--- config.mk ---
export PLATFORM = sky130hd
export DESIGN_NAME = sha_engine_flat
export DESIGN_NICKNAME = d
export VERILOG_FILES = /design/src/hdl/sha_pkg.sv /design/src/hdl/sha_if.sv /design/src/hdl/sha_engine.sv /design/src/flat_wrapper.sv
export SDC_FILE = /design/constraint.sdc
export NUM_CORES = 2
export LEC_CHECK = 0
export ABC_AREA = 1
export BUFFER_PORTS_ARGS = -buffer_cell sky130_fd_sc_hd__buf_2
export CAP_MARGIN = 25
export CORE_MARGIN = 10
export CORE_UTILIZATION = 40
export DETAILED_ROUTE_END_ITERATION = 8
export GPL_TIMING_DRIVEN = 0
export SYNTH_ARGS = -nofsm -noshare
export SYNTH_HDL_FRONTEND = slang
export SYNTH_SLANG_ARGS = --single-unit
--- constraint.sdc ---
create_clock -name clock -period 28.5 [get_ports clock]
set_input_delay 2.85 -clock clock [delete_from_list [all_inputs] [get_ports clock]]
set_output_delay 2.85 -clock clock [all_outputs]
set_load 0.03 [all_outputs]
--- src/hdl/sha_pkg.sv ---
// Package: SHA-256 constants, types and round functions shared by the hasher.
`timescale 1ns / 1ps
package sha_pkg;

   localparam int BlockBytes = 64;
   localparam int LenBits    = 61;

   typedef logic [31:0] word_type;
   typedef word_type    state_type [8];

   // Register indexes on the configuration port.
   localparam logic [0:0] REG_DIFFICULTY = 1'b0;
   localparam logic [8:0] DifficultyReset = 9'd16;

   // Queue entry between the byte front end and the compression engine.
   typedef struct packed {
      logic [511:0] block;
      logic         final_blk;
   } job_type;

   // Result of one message.
   typedef struct packed {
      logic [255:0] digest;
      logic [8:0]   lzc;
      logic         pass;
   } result_type;

   function automatic word_type init_hash(input logic [2:0] i);
      word_type r;
      case (i)
         3'd0: r = 32'h6a09e667;
         3'd1: r = 32'hbb67ae85;
         3'd2: r = 32'h3c6ef372;
         3'd3: r = 32'ha54ff53a;
         3'd4: r = 32'h510e527f;
         3'd5: r = 32'h9b05688c;
         3'd6: r = 32'h1f83d9ab;
         default: r = 32'h5be0cd19;
      endcase
      return r;
   endfunction

   function automatic word_type round_k(input logic [5:0] i);
      word_type r;
      case (i)
         6'd0: r = 32'h428a2f98;  6'd1: r = 32'h71374491;
         6'd2: r = 32'hb5c0fbcf;  6'd3: r = 32'he9b5dba5;
         6'd4: r = 32'h3956c25b;  6'd5: r = 32'h59f111f1;
         6'd6: r = 32'h923f82a4;  6'd7: r = 32'hab1c5ed5;
         6'd8: r = 32'hd807aa98;  6'd9: r = 32'h12835b01;
         6'd10: r = 32'h243185be; 6'd11: r = 32'h550c7dc3;
         6'd12: r = 32'h72be5d74; 6'd13: r = 32'h80deb1fe;
         6'd14: r = 32'h9bdc06a7; 6'd15: r = 32'hc19bf174;
         6'd16: r = 32'he49b69c1; 6'd17: r = 32'hefbe4786;
         6'd18: r = 32'h0fc19dc6; 6'd19: r = 32'h240ca1cc;
         6'd20: r = 32'h2de92c6f; 6'd21: r = 32'h4a7484aa;
         6'd22: r = 32'h5cb0a9dc; 6'd23: r = 32'h76f988da;
         6'd24: r = 32'h983e5152; 6'd25: r = 32'ha831c66d;
         6'd26: r = 32'hb00327c8; 6'd27: r = 32'hbf597fc7;
         6'd28: r = 32'hc6e00bf3; 6'd29: r = 32'hd5a79147;
         6'd30: r = 32'h06ca6351; 6'd31: r = 32'h14292967;
         6'd32: r = 32'h27b70a85; 6'd33: r = 32'h2e1b2138;
         6'd34: r = 32'h4d2c6dfc; 6'd35: r = 32'h53380d13;
         6'd36: r = 32'h650a7354; 6'd37: r = 32'h766a0abb;
         6'd38: r = 32'h81c2c92e; 6'd39: r = 32'h92722c85;
         6'd40: r = 32'ha2bfe8a1; 6'd41: r = 32'ha81a664b;
         6'd42: r = 32'hc24b8b70; 6'd43: r = 32'hc76c51a3;
         6'd44: r = 32'hd192e819; 6'd45: r = 32'hd6990624;
         6'd46: r = 32'hf40e3585; 6'd47: r = 32'h106aa070;
         6'd48: r = 32'h19a4c116; 6'd49: r = 32'h1e376c08;
         6'd50: r = 32'h2748774c; 6'd51: r = 32'h34b0bcb5;
         6'd52: r = 32'h391c0cb3; 6'd53: r = 32'h4ed8aa4a;
         6'd54: r = 32'h5b9cca4f; 6'd55: r = 32'h682e6ff3;
         6'd56: r = 32'h748f82ee; 6'd57: r = 32'h78a5636f;
         6'd58: r = 32'h84c87814; 6'd59: r = 32'h8cc70208;
         6'd60: r = 32'h90befffa; 6'd61: r = 32'ha4506ceb;
         6'd62: r = 32'hbef9a3f7; default: r = 32'hc67178f2;
      endcase
      return r;
   endfunction

   function automatic word_type rotr(input word_type x, input int unsigned n);
      return (x >> n) | (x << (32 - n));
   endfunction

endpackage

--- src/hdl/sha_if.sv ---


interface sha_rsp_if;
   logic        valid;
   logic        ready;
   logic [63:0] digest_part_0;
   logic [63:0] digest_part_1;
   logic [63:0] digest_part_2;
   logic [63:0] digest_part_3;
   logic [8:0]  leading_zero_bits;
   logic        meets_difficulty;
   modport source (output valid, digest_part_0, digest_part_1, digest_part_2,
                   digest_part_3, leading_zero_bits, meets_difficulty, input ready);
   modport sink (input valid, digest_part_0, digest_part_1, digest_part_2,
                 digest_part_3, leading_zero_bits, meets_difficulty, output ready);
endinterface

--- src/hdl/sha_engine.sv ---
// Compression engine: one SHA-256 round per cycle, digest finish and result register.
`timescale 1ns / 1ps
module sha_engine
   import sha_pkg::*;
(
   input  logic       clock,
   input  logic       reset,
   input  job_type    job,
   input  logic       job_valid,
   output logic       job_ready,
   input  logic [8:0] difficulty,
   sha_rsp_if.source  rsp
);

   typedef enum logic [3:0] {
      ST_IDLE  = 4'b0001,
      ST_ROUND = 4'b0010,
      ST_ADD   = 4'b0100,
      ST_LZC   = 4'b1000
   } st_type;

   st_type       state_ff, state_in;
   word_type     h_ff [8];
   word_type     v_ff [8];
   word_type     w_ff [16];            // message schedule window
   logic [5:0]   rnd_ff;
   logic         fin_ff;
   logic [2:0]   lz_idx_ff;            // word scan for the leading-zero count
   logic [8:0]   lz_ff;
   logic         rv_ff;
   result_type   res_ff;
   word_type     t1, t2, s0, s1, wnew, e, a, ch, mj, wcur, x;
   logic [5:0]   clz;

   assign job_ready = (state_ff == ST_IDLE) && !(rv_ff && !rsp.ready);

   // Round datapath.
   assign e    = v_ff[4];
   assign a    = v_ff[0];
   assign wcur = w_ff[0];
   assign ch   = (e & v_ff[5]) ^ (~e & v_ff[6]);
   assign mj   = (a & v_ff[1]) ^ (a & v_ff[2]) ^ (v_ff[1] & v_ff[2]);
   assign t1   = v_ff[7] + (rotr(e, 6) ^ rotr(e, 11) ^ rotr(e, 25)) + ch
                 + round_k(rnd_ff) + wcur;
   assign t2   = (rotr(a, 2) ^ rotr(a, 13) ^ rotr(a, 22)) + mj;
   assign s0   = rotr(w_ff[1], 7) ^ rotr(w_ff[1], 18) ^ (w_ff[1] >> 3);
   assign s1   = rotr(w_ff[14], 17) ^ rotr(w_ff[14], 19) ^ (w_ff[14] >> 10);
   assign wnew = s1 + w_ff[9] + s0 + w_ff[0];

   // Leading zeros of the current word.
   assign x = h_ff[lz_idx_ff];
   always_comb begin
      clz = 6'd32;
      for (int i = 0; i < 32; i++) begin
         if (x[i]) begin
            clz = 6'(31 - i);
         end
      end
   end

   always_comb begin
      state_in = state_ff;
      unique case (state_ff)
         ST_IDLE:  if (job_valid && job_ready) state_in = ST_ROUND;
         ST_ROUND: if (rnd_ff == 6'd63) state_in = ST_ADD;
         ST_ADD:   state_in = fin_ff ? ST_LZC : ST_IDLE;
         ST_LZC:   if (clz != 6'd32 || lz_idx_ff == 3'd7) state_in = ST_IDLE;
         default:  state_in = ST_IDLE;
      endcase
   end

   always_ff @(posedge clock) begin
      if (reset) begin
         state_ff <= ST_IDLE;
         rv_ff    <= 1'b0;
         for (int i = 0; i < 8; i++) h_ff[i] <= init_hash(3'(i));
      end else begin
         state_ff <= state_in;
         // Raise the result beat at scan end; drop it once taken.
         if (state_ff == ST_LZC && state_in == ST_IDLE) begin
            rv_ff <= 1'b1;
         end else if (rsp.ready) begin
            rv_ff <= 1'b0;
         end
         unique case (state_ff)
            ST_ADD: begin
               for (int i = 0; i < 8; i++) h_ff[i] <= h_ff[i] + v_ff[i];
            end
            ST_LZC: begin
               if (state_in == ST_IDLE) begin
                  // Emit result and restart the chain.
                  res_ff.lzc <= lz_ff + 9'(clz);
                  res_ff.pass <= (lz_ff + 9'(clz)) >= difficulty;
                  for (int i = 0; i < 8; i++) begin
                     res_ff.digest[255 - 32*i -: 32] <= h_ff[i];
                     h_ff[i] <= init_hash(3'(i));
                  end
               end
            end
            default: ;
         endcase
      end
      unique case (state_ff)
         ST_IDLE: begin
            rnd_ff    <= '0;
            lz_idx_ff <= '0;
            lz_ff     <= '0;
            fin_ff    <= job.final_blk;
            for (int i = 0; i < 8; i++) v_ff[i] <= h_ff[i];
            for (int i = 0; i < 16; i++) w_ff[i] <= job.block[511 - 32*i -: 32];
         end
         ST_ROUND: begin
            rnd_ff <= rnd_ff + 1'b1;
            v_ff[7] <= v_ff[6]; v_ff[6] <= v_ff[5]; v_ff[5] <= v_ff[4];
            v_ff[4] <= v_ff[3] + t1;
            v_ff[3] <= v_ff[2]; v_ff[2] <= v_ff[1]; v_ff[1] <= v_ff[0];
            v_ff[0] <= t1 + t2;
            for (int i = 0; i < 15; i++) w_ff[i] <= w_ff[i+1];
            w_ff[15] <= wnew;
         end
         ST_LZC: begin
            lz_ff     <= lz_ff + 9'(clz);
            lz_idx_ff <= lz_idx_ff + 1'b1;
         end
         default: ;
      endcase
   end

   assign rsp.valid             = rv_ff;
   assign rsp.digest_part_0     = res_ff.digest[255:192];
   assign rsp.digest_part_1     = res_ff.digest[191:128];
   assign rsp.digest_part_2     = res_ff.digest[127:64];
   assign rsp.digest_part_3     = res_ff.digest[63:0];
   assign rsp.leading_zero_bits = res_ff.lzc;
   assign rsp.meets_difficulty  = res_ff.pass;

   a_round_cnt: assert property (@(posedge clock) disable iff (reset)
      (state_ff == ST_ROUND && rnd_ff == 6'd63) |=> (state_ff == ST_ADD))
      else $error("round count off");
   a_no_take_busy: assert property (@(posedge clock) disable iff (reset)
      (state_ff != ST_IDLE) |-> !job_ready) else $error("job taken while busy");
   a_lz_range: assert property (@(posedge clock) disable iff (reset)
      rv_ff |-> (res_ff.lzc <= 9'd256)) else $error("zero count out of range");

endmodule

--- src/flat_wrapper.sv ---
// flat-port wrapper written by rule: the top's interface ports become plain ports
module sha_engine_flat import sha_pkg::*;
  (clock, reset, job, job_valid, job_ready, difficulty, rsp_valid, rsp_digest_part_0, rsp_digest_part_1, rsp_digest_part_2, rsp_digest_part_3, rsp_leading_zero_bits, rsp_meets_difficulty, rsp_ready);
  sha_rsp_if rsp_i ();
  input  logic clock;
  input  logic reset;
  input  job_type job;
  input  logic job_valid;
  output logic job_ready;
  input  logic [8:0] difficulty;
  output wire logic [$bits(rsp_i.valid)-1:0] rsp_valid;
  output wire logic [$bits(rsp_i.digest_part_0)-1:0] rsp_digest_part_0;
  output wire logic [$bits(rsp_i.digest_part_1)-1:0] rsp_digest_part_1;
  output wire logic [$bits(rsp_i.digest_part_2)-1:0] rsp_digest_part_2;
  output wire logic [$bits(rsp_i.digest_part_3)-1:0] rsp_digest_part_3;
  output wire logic [$bits(rsp_i.leading_zero_bits)-1:0] rsp_leading_zero_bits;
  output wire logic [$bits(rsp_i.meets_difficulty)-1:0] rsp_meets_difficulty;
  input wire logic [$bits(rsp_i.ready)-1:0] rsp_ready;
  assign rsp_valid = rsp_i.valid;
  assign rsp_digest_part_0 = rsp_i.digest_part_0;
  assign rsp_digest_part_1 = rsp_i.digest_part_1;
  assign rsp_digest_part_2 = rsp_i.digest_part_2;
  assign rsp_digest_part_3 = rsp_i.digest_part_3;
  assign rsp_leading_zero_bits = rsp_i.leading_zero_bits;
  assign rsp_meets_difficulty = rsp_i.meets_difficulty;
  assign rsp_i.ready = rsp_ready;
  sha_engine u_core (.clock(clock), .reset(reset), .job(job), .job_valid(job_valid), .job_ready(job_ready), .difficulty(difficulty), .rsp(rsp_i));
endmodule
# Yosys cells after proc, flatten, opt, wreduce, memory -nomap -nowiden
# Memory sizes are Yosys's and may differ from the RTL's. A register that Yosys moved wholly into a read port is not among the register bits.
# Cells that the tools add are included.
# classes
bitwise	68
n_lt_le_gt_ge	1
n_mux	129
addsub	21
n_reduce_logical	11
n_eq_ne	8
# ops
op	n
32-bit 2-to-1 mux	72
32-bit adder	18
32-bit bitwise XOR	9
6-bit 2-to-1 mux	33
32-bit bitwise AND	5
1-bit bitwise OR	40
32-bit inverter	1
10-bit by 32-bit bitwise OR with 32-bit output	1
13-bit by 32-bit bitwise OR with 32-bit output	1
14-bit by 32-bit bitwise OR with 32-bit output	1
15-bit by 32-bit bitwise OR with 32-bit output	1
19-bit by 32-bit bitwise OR with 32-bit output	1
21-bit by 32-bit bitwise OR with 32-bit output	1
25-bit by 32-bit bitwise OR with 32-bit output	1
26-bit by 32-bit bitwise OR with 32-bit output	1
30-bit by 32-bit bitwise OR with 32-bit output	1
7-bit by 32-bit bitwise OR with 32-bit output	1
32-bit by 22-bit bitwise XOR with 32-bit output	1
32-bit by 29-bit bitwise XOR with 32-bit output	1
9-bit one-hot mux with 2 select lines	1
4-bit 2-to-1 mux	4
4-bit one-hot mux with 4 select lines	1
1-bit 2-to-1 mux	15
6-bit one-hot mux with 2 select lines	1
19 further kinds	26
# totals
word_cells	251
mem_bits_rw	1024
reg_bits	290
n_memories	4
rom_bits	2048
# mem_list
memory	depth	width	read_ports	rd_ports_with_merged_regs	wr	line	text
(no name shown)	64	32	1	1	0	sha_pkg.sv:45	case (i)
u_core.w_ff	16	32	16	0	16	sha_engine.sv:25	word_type w_ff [16];
u_core.h_ff	8	32	9	1	8	sha_engine.sv:23	word_type h_ff [8];
u_core.v_ff	8	32	8	0	8	sha_engine.sv:24	word_type v_ff [8];

# Logic depth before layout (Yosys ltp)
# depth
word_depth	42
ltp_mapped	54
depth_no_buf	52

# Worst setup path before layout
# No wires, ideal clock.
# synth_timing
path_kind	register -> register
start	register u_core.state_ff[2]
end	register (tool-made name)
setup_ps	129
arrival_time_ps	22849
synth_period_minus_slack_ps	22978
setup_slack_ps	5522
stages_incl_launch_ff	13
cell_sequence	dfxtp_1 -> nor4_2 -> nor2_1 -> inv_1 -> o22ai_1 -> inv_1 -> ha_1 -> nor2_1 -> inv_1 -> nand2_1 -> nor2_1 -> a2111oi_0 -> o21ai_0
# synth_rtl
element	line	text
start, declared	sha_engine.sv:22	st_type state_ff, state_in;
start signal, assigned	sha_engine.sv:78	state_ff <= state_in;

==> flow_summary_export.csv <==
group,metric,value,unit
grt,grt-ovfl-total,0,
sta,finalHoldViolCount,0,
route,ant_nets,0,
logic_synthesis,synth_nets,9886,
clocking,clock_latency,860,ps
setup_path,critPathKind,"reg -> reg",
setup_path,cpMostUsedCell,"nand2_1",
setup_path,slowest_stage,"clkbuf_1",
sta,fin_crit_sh,30.79,%
final_layout,fill_cells,19330,
logic_synthesis,ys_warn_count,0,
clocking,clkTransAtPathRegs,60,ps
logic_synthesis,ys_seq_area_share,48.70,%
logic_synthesis,synth.area.top_cells,"edfxtp_1, nand2_1, ha_1",
logic_synthesis,syn_avg_cell_area,9.102,um^2
setup_path,crit_arrival,9370,ps
route,drc,0,
sta,max-slew-margin-rel,21.31,%
grt,grt_pass1_wl,503.4,mm
clocking,cts_buffer_depth,3,
setup_path,end_kind,"flop",
floorplan,die_y,466.5,um
final_layout,area_growth,16.88,%
floorplan,die_w,466.5,um
placement,gp_congestion,1.020,
floorplan,ios,794,
setup_path,cp_slowest_stage_delay,550,ps
final_layout,fin_nets,10890,
logic_synthesis,ys.flop_type,"edfxtp_1",
worst_hold_path,holdCritPathClass,"reg -> reg",
logic_synthesis,yosys.cell_types.count,66,
floorplan,die-area,217600,um^2
final_layout,drive_gt1_share,13.12,%
logic_synthesis,netlist_area,79730,um^2
grt,grt_max_degree,123,
route,wl_per_cell,29.26,um
sta,max_clock_freq,113.9,MHz
route,drtIter0Drc,8251,
floorplan,num_rows,163,
clocking,root_buffer,"clkbuf_16",
setup_path,startpoint_type,"flop",
sta,tightest_slew,1180,ps
sta,setup_tns,0,ps
logic_synthesis,synth_edf_count,1181,
clocking,cts_sinks,1349,
logic_synthesis,synth_cells,8759,
clocking,post_cts_resized,0,
floorplan,initial_core_util,40.30,%
sta,setup_violations,0,
logic_synthesis,synth_top_area_cell,"edfxtp_1",
floorplan,core_area,197800,um^2
route,wl,367.6,mm
grt,track_usage,32.55,%
route,viasPerCell,5.501,
placement,port_buffers,792,
sta,clock_skew,56.45,ps
grt,grt_pass1_vias,67130,
setup_path,required,29100,ps
logic_synthesis,synth_common_cells,"nand2_1, edfxtp_1, inv_1",
logic_synthesis,synth-async-reset-ratio,0,%
logic_synthesis,ys_ff_latch,1349,
clocking,cts_max_level,4,
route,dr.pass1.iters,8,
clocking,cts_setup_buffers,0,
clocking,cts_tree,"done",
sta,rsz0062_at_grt,"no",
sta,slew_violations,0,
sta,layout_min_cycle_time,8776,ps
logic_synthesis,yosysTopAreaCellShare,44.48,%
run_status,status,"finished clean",
flow_run,drv_cap,0,
route,vias,69120,
logic_synthesis,synth.most_common_cell,"nand2_1",
placement,place_hpwl,302.1,mm
clocking,cts_made_buffers,159,
setup_path,crit_fanout,6,
clocking,ctsHoldBuffers,0,
grt,antenna_found_initial,63,
## logic make-up (layout without fill, tap and decap cells)
kind of cell	after synthesis	in the layout	share of synthesized area [%]
other cells	0	23	0
flops	1349	1349	48.70
simple gates	3460	3460	16.98
mux	27	27	0.3390
compound gates	1651	1651	11.73
xor+xnor	460	460	5.063
fa+ha+maj	602	602	11.29
buf+inv	1210	2351	5.896
## critical path: cells and delay by family, from the launching register on
family          cells  cell delay (ps)
fa+ha+maj           6             2630
compound gates     13             2220
xor+xnor            4             1380
buf+inv             6              990
simple gates       12              950
flops               1              370
## worst paths after layout
check | slack, ps | endpoint | from | depth (start not counted)
max | 19720 | u_core.v_ff[0][31] | u_core.v_ff[1][27] | 41
min reg2reg | 470 | u_core.rsp.digest_part_3[0] | u_core.h_ff[7][0] | 0
max reg2reg | 19720 | u_core.v_ff[0][31] | u_core.v_ff[1][27] | 41
min | 470 | u_core.rsp.digest_part_3[0] | u_core.h_ff[7][0] | 0
## flip-flops by register name, summed over array words and instances, names as in the netlist, 3 cells and up, named ones only
name                          flops
u_core.lz_idx_ff                  3
u_core.v_ff                     256
u_core.rsp.digest_part_0         64
u_core.lz_ff                      9
u_core.rsp.digest_part_2         64
u_core.rsp.digest_part_3         64
u_core.rnd_ff                     6
u_core.rsp.digest_part_1         64
u_core.state_ff                   4
u_core.h_ff                     256
u_core.rsp.leading_zero_bits      9
u_core.w_ff                     512
## layout by cell type (no fill, tap or decap), types with 46 or more instances in the layout
| cell type | count |
|---|---|
| a21oi_1 | 581 |
| buf_2 | 822 |
| clkbuf_1 | 341 |
| clkbuf_16 | 163 |
| dfxtp_1 | 168 |
| edfxtp_1 | 1181 |
| fa_1 | 196 |
| ha_1 | 405 |
| inv_1 | 820 |
| nand2_1 | 2842 |
| nand3_1 | 168 |
| nor2_1 | 308 |
| o211ai_1 | 60 |
| o21ai_0 | 568 |
| o21ai_1 | 112 |
| o22ai_1 | 49 |
| or2_2 | 46 |
| xnor2_1 | 228 |
| xor2_1 | 231 |
## metal layers
layer	GRT usage, %	up-vias	wire, um
met2	53.54	3758	170600
met5	0	-	238
met1	39.57	33150	138000
li1	-	31350	-
met4	19.01	36	25920
met3	6.570	821	32910
## stage by stage
| stage | hold WS (ps) | area [um^2] | worst slack (ps) | std cells | utilization [%] |
|---|---|---|---|---|---|
| detailed placement | 458.4 | 87900 | 19850 | 12240 | 44.43 |
| CTS | 470.2 | 93060 | 19810 | 12530 | 47.04 |
| global route | 498.9 | 93140 | 19280 | 12540 | 47.08 |
| floorplan | 436.7 | 79730 | 5522 | 8759 | - |
| global placement | 460.2 | 86990 | -13510 | 12190 | 43.97 |
| finish | 467.5 | 93180 | 19720 | 12560 | 47.10 |
## cell type report
type	count	area (um^2)	area share, %
inverter	840	3163	3.394
antenna	23	57.56	0.06176
sequential	1349	38830	41.67
tap	2640	3303	3.545
timing repair buffer	846	4910	5.269
buffer	370	1546	1.660
clock buffer	213	4347	4.665
clock inverter	82	804.5	0.8634
multi-input combinational	6200	36230	38.88
Power is not shown: default switching activity piles up to over one toggle a cycle in this logic, so the estimate is an artifact.
