===== src/hdl/sha_pkg.sv =====
// Package: SHA-256 constants, types and round functions shared by the hasher.
`timescale 1ns / 1ps
package sha_pkg;

   localparam int BlockBytes = 64;
   localparam int LenBits    = 61;

   typedef logic [31:0] word_type;
   typedef word_type    state_type [8];

   // Register indexes on the configuration port.
   localparam logic [0:0] REG_DIFFICULTY = 1'b0;
   localparam logic [8:0] DifficultyReset = 9'd16;

   // Queue entry between the byte front end and the compression engine.
   typedef struct packed {
      logic [511:0] block;
      logic         final_blk;
   } job_type;

   // Result of one message.
   typedef struct packed {
      logic [255:0] digest;
      logic [8:0]   lzc;
      logic         pass;
   } result_type;

   function automatic word_type init_hash(input logic [2:0] i);
      word_type r;
      case (i)
         3'd0: r = 32'h6a09e667;
         3'd1: r = 32'hbb67ae85;
         3'd2: r = 32'h3c6ef372;
         3'd3: r = 32'ha54ff53a;
         3'd4: r = 32'h510e527f;
         3'd5: r = 32'h9b05688c;
         3'd6: r = 32'h1f83d9ab;
         default: r = 32'h5be0cd19;
      endcase
      return r;
   endfunction

   function automatic word_type round_k(input logic [5:0] i);
      word_type r;
      case (i)
         6'd0: r = 32'h428a2f98;  6'd1: r = 32'h71374491;
         6'd2: r = 32'hb5c0fbcf;  6'd3: r = 32'he9b5dba5;
         6'd4: r = 32'h3956c25b;  6'd5: r = 32'h59f111f1;
         6'd6: r = 32'h923f82a4;  6'd7: r = 32'hab1c5ed5;
         6'd8: r = 32'hd807aa98;  6'd9: r = 32'h12835b01;
         6'd10: r = 32'h243185be; 6'd11: r = 32'h550c7dc3;
         6'd12: r = 32'h72be5d74; 6'd13: r = 32'h80deb1fe;
         6'd14: r = 32'h9bdc06a7; 6'd15: r = 32'hc19bf174;
         6'd16: r = 32'he49b69c1; 6'd17: r = 32'hefbe4786;
         6'd18: r = 32'h0fc19dc6; 6'd19: r = 32'h240ca1cc;
         6'd20: r = 32'h2de92c6f; 6'd21: r = 32'h4a7484aa;
         6'd22: r = 32'h5cb0a9dc; 6'd23: r = 32'h76f988da;
         6'd24: r = 32'h983e5152; 6'd25: r = 32'ha831c66d;
         6'd26: r = 32'hb00327c8; 6'd27: r = 32'hbf597fc7;
         6'd28: r = 32'hc6e00bf3; 6'd29: r = 32'hd5a79147;
         6'd30: r = 32'h06ca6351; 6'd31: r = 32'h14292967;
         6'd32: r = 32'h27b70a85; 6'd33: r = 32'h2e1b2138;
         6'd34: r = 32'h4d2c6dfc; 6'd35: r = 32'h53380d13;
         6'd36: r = 32'h650a7354; 6'd37: r = 32'h766a0abb;
         6'd38: r = 32'h81c2c92e; 6'd39: r = 32'h92722c85;
         6'd40: r = 32'ha2bfe8a1; 6'd41: r = 32'ha81a664b;
         6'd42: r = 32'hc24b8b70; 6'd43: r = 32'hc76c51a3;
         6'd44: r = 32'hd192e819; 6'd45: r = 32'hd6990624;
         6'd46: r = 32'hf40e3585; 6'd47: r = 32'h106aa070;
         6'd48: r = 32'h19a4c116; 6'd49: r = 32'h1e376c08;
         6'd50: r = 32'h2748774c; 6'd51: r = 32'h34b0bcb5;
         6'd52: r = 32'h391c0cb3; 6'd53: r = 32'h4ed8aa4a;
         6'd54: r = 32'h5b9cca4f; 6'd55: r = 32'h682e6ff3;
         6'd56: r = 32'h748f82ee; 6'd57: r = 32'h78a5636f;
         6'd58: r = 32'h84c87814; 6'd59: r = 32'h8cc70208;
         6'd60: r = 32'h90befffa; 6'd61: r = 32'ha4506ceb;
         6'd62: r = 32'hbef9a3f7; default: r = 32'hc67178f2;
      endcase
      return r;
   endfunction

   function automatic word_type rotr(input word_type x, input int unsigned n);
      return (x >> n) | (x << (32 - n));
   endfunction

endpackage


===== src/hdl/sha_if.sv =====
// Valid/ready channel interfaces for the request and response streams.
`timescale 1ns / 1ps
interface sha_req_if;
   logic       valid;
   logic       ready;
   logic [7:0] data_byte;
   logic       byte_present;
   logic       last_byte;
   modport source (output valid, data_byte, byte_present, last_byte, input ready);
   modport sink (input valid, data_byte, byte_present, last_byte, output ready);
endinterface



===== src/hdl/sha_front.sv =====
// Front end: gathers bytes into 512-bit blocks and builds the padding blocks.
`timescale 1ns / 1ps
module sha_front
   import sha_pkg::*;
(
   input  logic    clock,
   input  logic    reset,
   sha_req_if.sink req,
   output job_type job,
   output logic    job_valid,
   input  logic    job_ready
);

   typedef enum logic [2:0] {
      ST_FILL = 3'b001,
      ST_PAD1 = 3'b010,
      ST_PAD2 = 3'b100
   } st_type;

   st_type             state_ff, state_in;
   logic [511:0]       buf_ff, buf_in;
   logic [LenBits-1:0] len_ff, len_in;
   logic               ovf_ff, ovf_in;     // second block of padding is needed
   logic               jv_ff, jv_in;
   job_type            job_ff, job_in;
   logic [5:0]         pos;
   logic [63:0]        bitlen;
   logic               acc, slot_free;

   assign slot_free = !jv_ff || job_ready;
   assign req.ready = (state_ff == ST_FILL) && slot_free;
   assign acc       = req.valid && req.ready;
   assign job       = job_ff;
   assign job_valid = jv_ff;

   // Byte slot of the next message byte; bit count of the message.
   assign pos    = len_ff[5:0];
   assign bitlen = {len_ff, 3'b000};

   always_comb begin
      logic [511:0] b;
      logic [LenBits-1:0] l;
      logic [5:0] p;
      b        = buf_ff;
      l        = len_ff;
      p        = pos;
      state_in = state_ff;
      buf_in   = buf_ff;
      len_in   = len_ff;
      ovf_in   = ovf_ff;
      jv_in    = jv_ff && !job_ready;
      job_in   = job_ff;
      unique case (state_ff)
         ST_FILL: begin
            if (acc) begin
               if (req.byte_present) begin
                  b[511 - 8*p -: 8] = req.data_byte;
                  l = len_ff + 1'b1;
               end
               len_in = l;
               buf_in = b;
               if (req.byte_present && (l[5:0] == 6'd0)) begin
                  // Full block: hand over.
                  job_in = '{block: b, final_blk: 1'b0};
                  jv_in  = 1'b1;
               end
               if (req.last_byte) begin
                  state_in = ST_PAD1;
               end
            end
         end
         ST_PAD1: begin
            if (slot_free) begin
               // Append 0x80 and clear the rest of the block.
               for (int i = 0; i < BlockBytes; i++) begin
                  if (i[5:0] == pos) begin
                     b[511 - 8*i -: 8] = 8'h80;
                  end else if (i[5:0] > pos) begin
                     b[511 - 8*i -: 8] = 8'h00;
                  end
               end
               if (pos >= 6'd56) begin
                  job_in   = '{block: b, final_blk: 1'b0};
                  jv_in    = 1'b1;
                  state_in = ST_PAD2;
                  buf_in   = '0;
                  ovf_in   = 1'b1;
               end else begin
                  b[63:0]  = bitlen;
                  job_in   = '{block: b, final_blk: 1'b1};
                  jv_in    = 1'b1;
                  state_in = ST_FILL;
                  len_in   = '0;
               end
            end
         end
         ST_PAD2: begin
            if (slot_free) begin
               job_in   = '{block: {448'd0, bitlen}, final_blk: 1'b1};
               jv_in    = 1'b1;
               state_in = ST_FILL;
               len_in   = '0;
               ovf_in   = 1'b0;
            end
         end
         default: state_in = ST_FILL;
      endcase
   end

   always_ff @(posedge clock) begin
      if (reset) begin
         state_ff <= ST_FILL;
         len_ff   <= '0;
         jv_ff    <= 1'b0;
         ovf_ff   <= 1'b0;
      end else begin
         state_ff <= state_in;
         len_ff   <= len_in;
         jv_ff    <= jv_in;
         ovf_ff   <= ovf_in;
      end
      buf_ff <= buf_in;
      job_ff <= job_in;
   end

   // Padding states never accept a beat.
   a_pad_stall: assert property (@(posedge clock) disable iff (reset)
      (state_ff != ST_FILL) |-> !req.ready) else $error("beat taken while padding");
   a_pad2_flag: assert property (@(posedge clock) disable iff (reset)
      ovf_ff |-> (state_ff == ST_PAD2)) else $error("pad flag out of step");
   a_hold: assert property (@(posedge clock) disable iff (reset)
      (jv_ff && !job_ready) |=> (jv_ff && $stable(job_ff))) else $error("job dropped");

endmodule


===== src/flat_wrapper.sv =====
// flat-port wrapper written by rule: the top's interface ports become plain ports
module sha_front_flat import sha_pkg::*;
  (clock, reset, job, job_valid, job_ready, req_valid, req_data_byte, req_byte_present, req_last_byte, req_ready);
  sha_req_if req_i ();
  input  logic clock;
  input  logic reset;
  output job_type job;
  output logic job_valid;
  input  logic job_ready;
  input wire logic [$bits(req_i.valid)-1:0] req_valid;
  input wire logic [$bits(req_i.data_byte)-1:0] req_data_byte;
  input wire logic [$bits(req_i.byte_present)-1:0] req_byte_present;
  input wire logic [$bits(req_i.last_byte)-1:0] req_last_byte;
  output wire logic [$bits(req_i.ready)-1:0] req_ready;
  assign req_i.valid = req_valid;
  assign req_i.data_byte = req_data_byte;
  assign req_i.byte_present = req_byte_present;
  assign req_i.last_byte = req_last_byte;
  assign req_ready = req_i.ready;
  sha_front u_core (.clock(clock), .reset(reset), .req(req_i), .job(job), .job_valid(job_valid), .job_ready(job_ready));
endmodule

===== config.mk =====
export PLATFORM = sky130hd
export DESIGN_NAME = sha_front_flat
export DESIGN_NICKNAME = d
export VERILOG_FILES = /design/src/hdl/sha_pkg.sv /design/src/hdl/sha_if.sv /design/src/hdl/sha_front.sv /design/src/flat_wrapper.sv
export SDC_FILE = /design/constraint.sdc
export NUM_CORES = 2
export LEC_CHECK = 0
export ABC_CLOCK_PERIOD_IN_PS = 28800
export BUFFER_PORTS_ARGS = -buffer_cell sky130_fd_sc_hd__buf_2
export CORE_ASPECT_RATIO = 0.5
export CORE_MARGIN = 3
export CORE_UTILIZATION = 30
export DETAILED_ROUTE_END_ITERATION = 16
export GPL_TIMING_DRIVEN = 1
export SLEW_MARGIN = 20
export SYNTH_ARGS = -nofsm -noshare
export SYNTH_HDL_FRONTEND = slang
export SYNTH_SLANG_ARGS = --single-unit

===== constraint.sdc =====
create_clock -name clock -period 28.8 [get_ports clock]
set_clock_uncertainty 0.15 [all_clocks]
set_input_delay 0 -clock clock [delete_from_list [all_inputs] [get_ports clock]]
set_output_delay 0 -clock clock [all_outputs]
set_load 0.01 [all_outputs]

* Word level (Yosys, flattened, before mapping) *
Index checks and enable logic that the tools add are counted.

storage, ports and cells
  register bits = 1090
  bits of input ports = 14
  output and inout bits = 515

cells by class
  $add $sub $neg = 3
  $lt $le $gt $ge = 65
  equal/unequal tests = 74
  shift-type cells = 2
  mux-type cells = 158
  reduce and logical (&&, ||, !) cells = 17

operator list
  operator                                                                  count
  513-bit 2-to-1 mux                                                        4
  512-bit 2-to-1 mux                                                        4
  513-bit case mux with 3 select lines                                      1
  8-bit 2-to-1 mux                                                          128
  512-bit case mux with 2 select lines                                      1
  8-bit by 34-bit variable shift with 519-bit output, first input constant  1
  8-bit by 34-bit variable part select with 519-bit output                  1
  512-bit bitwise mux                                                       1
  61-bit 2-to-1 mux                                                         7
  6-bit == test, first input constant                                       32
  6-bit > comparator, first input constant                                  32
  61-bit case mux with 3 select lines                                       1
  5-bit by 6-bit == test with 1-bit output, first input constant            16
  5-bit by 6-bit > comparator with 1-bit output, first input constant       16
  65-bit 2-to-1 mux                                                         1
  61-bit by 1-bit adder with 61-bit output, second input constant           1
  4-bit by 6-bit == test with 1-bit output, first input constant            8
  4-bit by 6-bit > comparator with 1-bit output, first input constant       8
  32-bit negation with 34-bit output                                        1
  3-bit by 6-bit == test with 1-bit output, first input constant            4
  3-bit by 6-bit > comparator with 1-bit output, first input constant       4
  3-bit 2-to-1 mux                                                          5
  2-bit by 6-bit == test with 1-bit output, first input constant            2
  1-bit by 6-bit > comparator with 1-bit output, first input constant       2
  22 further kinds                                                          38

* Logic depth before layout (Yosys ltp) *
  depth in word-level cells = 11
  mapped depth = 13
  depth with buffers taken out = 7

* Worst setup path before layout *
Ideal clock, no wire load.

  kind = flip-flop to flip-flop
  from = register u_core.state_ff[0]
  to = register u_core.buf_ff[0], enable pin
  arrival = 25688 ps
  data required time = 27087 ps
  slack = 1398 ps
  stages on the path, launching flop included = 5
  path buffers = 2
  period minus slack after synthesis = 27402 ps
  path through = dfxtp_1 clkbuf_1 or3b_2 clkbuf_1 a21oi_1

on the way
  cells in the longest elaborated chain, start to end = 5

ends and longest elaborated chain
  element                                                    RTL line                          RTL
  from (decl)                                                sha_front.sv:20                   st_type state_ff, state_in;
  from (signal assigned)                                     sha_front.sv:117                  state_ff <= state_in;
  3-bit by 1-bit == test with 1-bit output                   sha_front.sv:31, sha_front.sv:53
  1-bit logical AND                                          sha_front.sv:31                   assign req.ready = (state_ff == ST_FILL) && slot_free;
  1-bit logical AND                                          sha_front.sv:32                   assign acc = req.valid && req.ready;
  2-bit by 1-bit != test with 1-bit output (no source line)  -
  4-bit AND reduction (no source line) (*)                   -
  to (signal assigned)                                       sha_front.sv:122                  buf_ff <= buf_in;
  to (decl)                                                  sha_front.sv:21                   logic [511:0] buf_ff, buf_in;

Every way passes the cells marked *; elsewhere a longest branch is shown, timed or not.
A chain may end at the register's enable or synchronous reset.

* Worst setup path after layout *
  from = register u_core.len_ff[2]
  to = register u_core.job_ff, in the netlist u_core.job[177], enable pin

on the way
  cells in the longest elaborated chain, start to end = 8

ends and longest elaborated chain
  element                                   RTL line          RTL
  from (decl)                               sha_front.sv:22   logic [LenBits-1:0] len_ff, len_in;
  from (signal assigned)                    sha_front.sv:118  len_ff <= len_in;
  61-bit by 1-bit adder with 61-bit output  sha_front.sv:58   l = len_ff + 1'b1;
  61-bit 2-to-1 mux (*)                     sha_front.sv:56   if (req.byte_present) begin
  61-bit 2-to-1 mux (*)                     sha_front.sv:55   if (acc) begin
  61-bit 2-to-1 mux (*)                     sha_front.sv:53   unique case (state_ff)
  6-bit logical NOT (*)                     sha_front.sv:62   if (req.byte_present && (l[5:0] == 6'd0)) begin
  1-bit logical AND (*)                     sha_front.sv:62
  2-bit != test (no source line) (*)        -
  5-bit AND reduction (no source line) (*)  -
  to (signal assigned)                      sha_front.sv:123  job_ff <= job_in;
  to (decl)                                 sha_front.sv:25   job_type job_ff, job_in;

Every way passes the cells marked *; elsewhere a longest branch is shown, timed or not. The select of a mux whose other input is x is not followed.

==> flow_results.xml <==
<?xml version="1.0" encoding="UTF-8"?>
<metrics>
  <group name="worst_setup_path">
    <metric name="critical_path.max_fanout" unit="">77</metric>
    <metric name="setup.worst_path.start_class" unit="">flop</metric>
    <metric name="crit_top_cell" unit="">sky130_fd_sc_hd__buf_4</metric>
    <metric name="r2r_end" unit="">u_core.job[177]</metric>
    <metric name="reg2reg_depth" unit="">9</metric>
    <metric name="crit_path_end_kind" unit="">flop</metric>
    <metric name="regToRegSetupSlack" unit="ns">23.28</metric>
    <metric name="timing.critical_path.arrival" unit="ns">5.68</metric>
    <metric name="crit_path_cell_chain" unit="">buf_4 &gt; inv_1 &gt; ha_1 &gt; nand4b_1 &gt; nor3_1 &gt; a21oi_1 &gt; nor2_4 &gt; buf_4 &gt; buf_4</metric>
    <metric name="cp_num_buf_inv" unit="">4</metric>
    <metric name="critical_path_required" unit="ns">28.97</metric>
    <metric name="timing.critical_path.max_delay_family" unit="">buffers and inverters</metric>
    <metric name="critical_path.slowest_cell" unit="">sky130_fd_sc_hd__buf_4</metric>
    <metric name="timing.critical_path.slowest_cell_delay" unit="ns">0.84</metric>
    <metric name="worstSetupPathType" unit="">reg -&gt; reg</metric>
    <metric name="r2r_start" unit="">u_core.len_ff[2]</metric>
  </group>
  <group name="sta">
    <metric name="setup_violations" unit="">0</metric>
    <metric name="rsz0062_at_grt" unit="">no</metric>
    <metric name="timing.final.hold_violations" unit="">0</metric>
    <metric name="timing.fmax" unit="GHz">0.1813</metric>
    <metric name="setup_ws" unit="ns">23.28</metric>
    <metric name="period_needed" unit="ns">5.516</metric>
    <metric name="report.final.slew_viol_count" unit="">0</metric>
    <metric name="tightest_slew" unit="ns">1.239</metric>
    <metric name="setup_tns_after_final_layout" unit="ns">0</metric>
    <metric name="timing.slew.headroom" unit="%">17.07</metric>
    <metric name="timing.final.crit_share" unit="%">19.15</metric>
  </group>
  <group name="yosys">
    <metric name="synth-async-reset-ratio" unit="%">0</metric>
    <metric name="total_of_warnings_raised_by_yosys" unit="">0</metric>
    <metric name="synth_enable_flop_cells" unit="">1025</metric>
    <metric name="yosys_register_bits" unit="">1090</metric>
    <metric name="syn-cell-area" unit="um^2">50500</metric>
    <metric name="top_flip_flop_cell_by_instance_count_after_synthesis" unit="">sky130_fd_sc_hd__edfxtp_1</metric>
    <metric name="syn_nets" unit="">4413</metric>
    <metric name="synth_cells" unit="">4392</metric>
    <metric name="synth.yosys.seq_area_share" unit="%">63.53</metric>
    <metric name="ys_types" unit="">79</metric>
    <metric name="syn_avg_cell_area" unit="um^2">11.50</metric>
  </group>
  <group name="placement">
    <metric name="gpl.final_weighted_congestion" unit="">0.9470</metric>
    <metric name="io_buffer_count" unit="">528</metric>
    <metric name="dp_slack" unit="ns">23.25</metric>
    <metric name="hpwl" unit="um">130600</metric>
  </group>
  <group name="global_route">
    <metric name="initial_antenna_violation_count" unit="">7</metric>
    <metric name="grt_max_degree" unit="">188</metric>
    <metric name="grt_pass1_vias" unit="">37770</metric>
    <metric name="gr-usage-all-layers" unit="%">20.64</metric>
    <metric name="grt_overflow" unit="">0</metric>
    <metric name="grt_first_pass_wirelength" unit="um">264500</metric>
  </group>
  <group name="power">
    <metric name="vdd_drop_max" unit="mV">0.08937</metric>
    <metric name="cellPowerDensity" unit="nW/um^2">109.5</metric>
    <metric name="post-layout-total-power" unit="uW">6519</metric>
    <metric name="power.leakage" unit="uW">0.02045</metric>
  </group>
  <group name="final_layout">
    <metric name="layout-area-overhead-vs-synth" unit="%">17.86</metric>
    <metric name="post_route_cells_drive_above_1_share" unit="%">17.31</metric>
    <metric name="fin_nets" unit="">4855</metric>
    <metric name="final.fill_count" unit="">16390</metric>
    <metric name="fin_util" unit="%">35.95</metric>
  </group>
  <group name="detailed_routing">
    <metric name="detail_route.first_pass.iterations" unit="">6</metric>
    <metric name="vias" unit="">40060</metric>
    <metric name="wire_per_inst" unit="um">26.46</metric>
    <metric name="wl_met2" unit="um">89870</metric>
    <metric name="avgViaCountPerCell" unit="">5.621</metric>
    <metric name="ant_nets" unit="">0</metric>
    <metric name="routed_met1_length" unit="um">70480</metric>
    <metric name="drt_iter0_markers" unit="">5315</metric>
    <metric name="highest_layer" unit="">met4</metric>
    <metric name="wl_met3" unit="um">17190</metric>
    <metric name="drc_markers" unit="">0</metric>
    <metric name="wirelength" unit="um">188500</metric>
  </group>
  <group name="clock_network">
    <metric name="clkSlewWorstSetupHoldPaths" unit="ns">0.07</metric>
    <metric name="tritoncts_num_sinks" unit="">1090</metric>
    <metric name="tritoncts" unit="">built</metric>
    <metric name="root_driver" unit="">sky130_fd_sc_hd__clkbuf_16</metric>
    <metric name="cts-htree-levels" unit="">3</metric>
    <metric name="cts_resized" unit="">0</metric>
    <metric name="cts_made_buffers" unit="">112</metric>
    <metric name="cts.path.max_buffers" unit="">3</metric>
    <metric name="clkLatencyLatePin" unit="ns">0.72</metric>
  </group>
  <group name="floorplan">
    <metric name="design.core.area" unit="um^2">165500</metric>
    <metric name="number_of_rows_in_the_core_area" unit="">105</metric>
    <metric name="top_level_ports" unit="">529</metric>
    <metric name="dieHeight" unit="um">296.1</metric>
    <metric name="design.die.area" unit="um^2">173600</metric>
    <metric name="fp.dieW" unit="um">586.2</metric>
    <metric name="floorplan.initialDensity" unit="%">30.51</metric>
  </group>
  <group name="min_path">
    <metric name="hold_path_class" unit="">in -&gt; reg</metric>
    <metric name="min_to" unit="">u_core.state_ff[0]</metric>
    <metric name="min_delay_path_depth" unit="">3</metric>
    <metric name="hold_path_startpoint" unit="">reset</metric>
  </group>
  <group name="outcome">
    <metric name="status" unit="">completed</metric>
  </group>
  <group name="run">
    <metric name="number_of_max_cap_violations" unit="">0</metric>
  </group>
</metrics>
==> metrics by stage <==
stage | hold WS (ns) | cell area [um^2] | cells
4_1_cts | 0.004088 | 59430 | 7119
3_5_place_dp | 0.1191 | 55650 | 6895
5_1_grt | 0.03183 | 59500 | 7121
2_1_floorplan | -0.08059 | 50500 | 4392
6_report | 0.04190 | 59510 | 7126
3_3_place_gp | 0.1106 | 55630 | 6894
==> placed cells by master, fill, tap and decap left out, types with 20 or more instances in the layout <==
master	instances
sky130_fd_sc_hd__and2_1	29
sky130_fd_sc_hd__o22ai_1	69
sky130_fd_sc_hd__or4_1	22
sky130_fd_sc_hd__edfxtp_1	1025
sky130_fd_sc_hd__nand2_1	497
sky130_fd_sc_hd__o21ai_0	213
sky130_fd_sc_hd__nor2_1	657
sky130_fd_sc_hd__o21ai_1	20
sky130_fd_sc_hd__buf_2	528
sky130_fd_sc_hd__dfxtp_1	61
sky130_fd_sc_hd__a32o_1	50
sky130_fd_sc_hd__o2bb2ai_1	50
sky130_fd_sc_hd__a221o_1	49
sky130_fd_sc_hd__clkbuf_16	114
sky130_fd_sc_hd__clkbuf_1	22
sky130_fd_sc_hd__or3_1	27
sky130_fd_sc_hd__o31ai_1	20
sky130_fd_sc_hd__a22o_1	203
sky130_fd_sc_hd__nand3_1	83
sky130_fd_sc_hd__and3_1	57
sky130_fd_sc_hd__clkinv_1	26
sky130_fd_sc_hd__nor3_1	52
sky130_fd_sc_hd__mux2i_1	253
sky130_fd_sc_hd__nand4_1	26
sky130_fd_sc_hd__buf_4	94
sky130_fd_sc_hd__a21oi_1	348
==> routing by layer <==
layer  global-route usage, %  vias to the layer above
met2                   34.15                     2188
met1                   25.25                    19940
met3                   4.637                      465
li1                        -                    17470
met4                   10.94                        0
met5                       0                        -
==> power by group <==
| part | internal (uW) | leakage, uW | switching (uW) |
|---|---|---|---|
| Combinational | 649 | 0.00845 | 1240 |
| Clock | 832 | 0.00175 | 635 |
| Sequential | 2810 | 0.0102 | 356 |
| Total | 4290 | 0.0205 | 2230 |
==> repair_timing <==
action,CTS,global route
hold buffers,16,0
setup endpoints to repair,0,0
buffers inserted,0,0
hold endpoints to repair,104,0
==> worst min-delay path: stages <==
cell and delay, ns:
sky130_fd_sc_hd__dlygate4sd3_1 0.59, sky130_fd_sc_hd__buf_2 0.18, sky130_fd_sc_hd__a311o_1 0.11
==> flip-flops by register name, indices dropped and copies added, names as in the netlist <==
name              flops
u_core.buf_ff       512
u_core.job          513
u_core.job_valid      1
u_core.len_ff        61
u_core.state_ff       3
==> cells in the mapped netlist (22+ instances only) <==
library cell | n | area share (%)
sky130_fd_sc_hd__nor3_1 | 65 | 0.64
sky130_fd_sc_hd__o2bb2ai_1 | 50 | 0.87
sky130_fd_sc_hd__dfxtp_1 | 65 | 2.6
sky130_fd_sc_hd__buf_1 | 43 | 0.32
sky130_fd_sc_hd__mux2i_1 | 253 | 5.0
sky130_fd_sc_hd__a32o_1 | 50 | 0.99
sky130_fd_sc_hd__o21ai_0 | 213 | 2.1
sky130_fd_sc_hd__nand3_1 | 83 | 0.82
sky130_fd_sc_hd__nand2_1 | 498 | 3.7
sky130_fd_sc_hd__or3_1 | 27 | 0.33
sky130_fd_sc_hd__o22ai_1 | 69 | 0.85
sky130_fd_sc_hd__a22o_1 | 203 | 3.5
sky130_fd_sc_hd__a21oi_1 | 349 | 3.5
sky130_fd_sc_hd__clkbuf_1 | 258 | 1.9
sky130_fd_sc_hd__nor2_1 | 663 | 4.9
sky130_fd_sc_hd__nand4_1 | 26 | 0.32
sky130_fd_sc_hd__or4_1 | 22 | 0.33
sky130_fd_sc_hd__a221o_1 | 49 | 0.97
sky130_fd_sc_hd__and3_1 | 57 | 0.71
sky130_fd_sc_hd__and2_1 | 30 | 0.37
sky130_fd_sc_hd__edfxtp_1 | 1025 | 61
==> kinds of logic after synthesis <==
family / share of synthesized area [%]
AO/OA/AOI/OAI: 14.71
adder cells (fa/ha/maj): 0.1734
AND/OR/NAND/NOR: 13.72
buffers and inverters: 2.490
flip-flops: 63.53
XOR/XNOR: 0.3642
multiplexers: 5.015
==> how the worst max path moves through the flow <==
| stage | slack (ns) | start | depth (start not counted) | to |
|---|---|---|---|---|
| 5_1_grt | 23.01 | u_core.len_ff[2] | 9 | u_core.job[309] |
| 2_1_floorplan | 1.40 | u_core.state_ff[0] | 4 | u_core.buf_ff[0] |
| 3_3_place_gp | 23.34 | u_core.len_ff[3] | 7 | u_core.buf_ff[398] |
| 4_1_cts | 23.22 | u_core.len_ff[3] | 7 | u_core.buf_ff[111] |
| 3_5_place_dp | 23.25 | u_core.len_ff[3] | 7 | u_core.buf_ff[392] |
| 6_report | 23.28 | u_core.len_ff[2] | 9 | u_core.job[177] |
==> layout make-up <==
| class | count | area (um^2) | area share [%] |
|---|---|---|---|
| diodes | 5 | 12.51 | 0.02102 |
| inverters | 14 | 52.55 | 0.08830 |
| well taps | 2193 | 2744 | 4.610 |
| multi-input cells | 2972 | 17360 | 29.17 |
| clock buffers | 140 | 2990 | 5.025 |
| clock inverters | 68 | 631.9 | 1.062 |
| flip-flops and latches | 1090 | 32090 | 53.92 |
| repair buffers | 644 | 3635 | 6.107 |
Note: power is estimated with default switching activity, not from simulation.
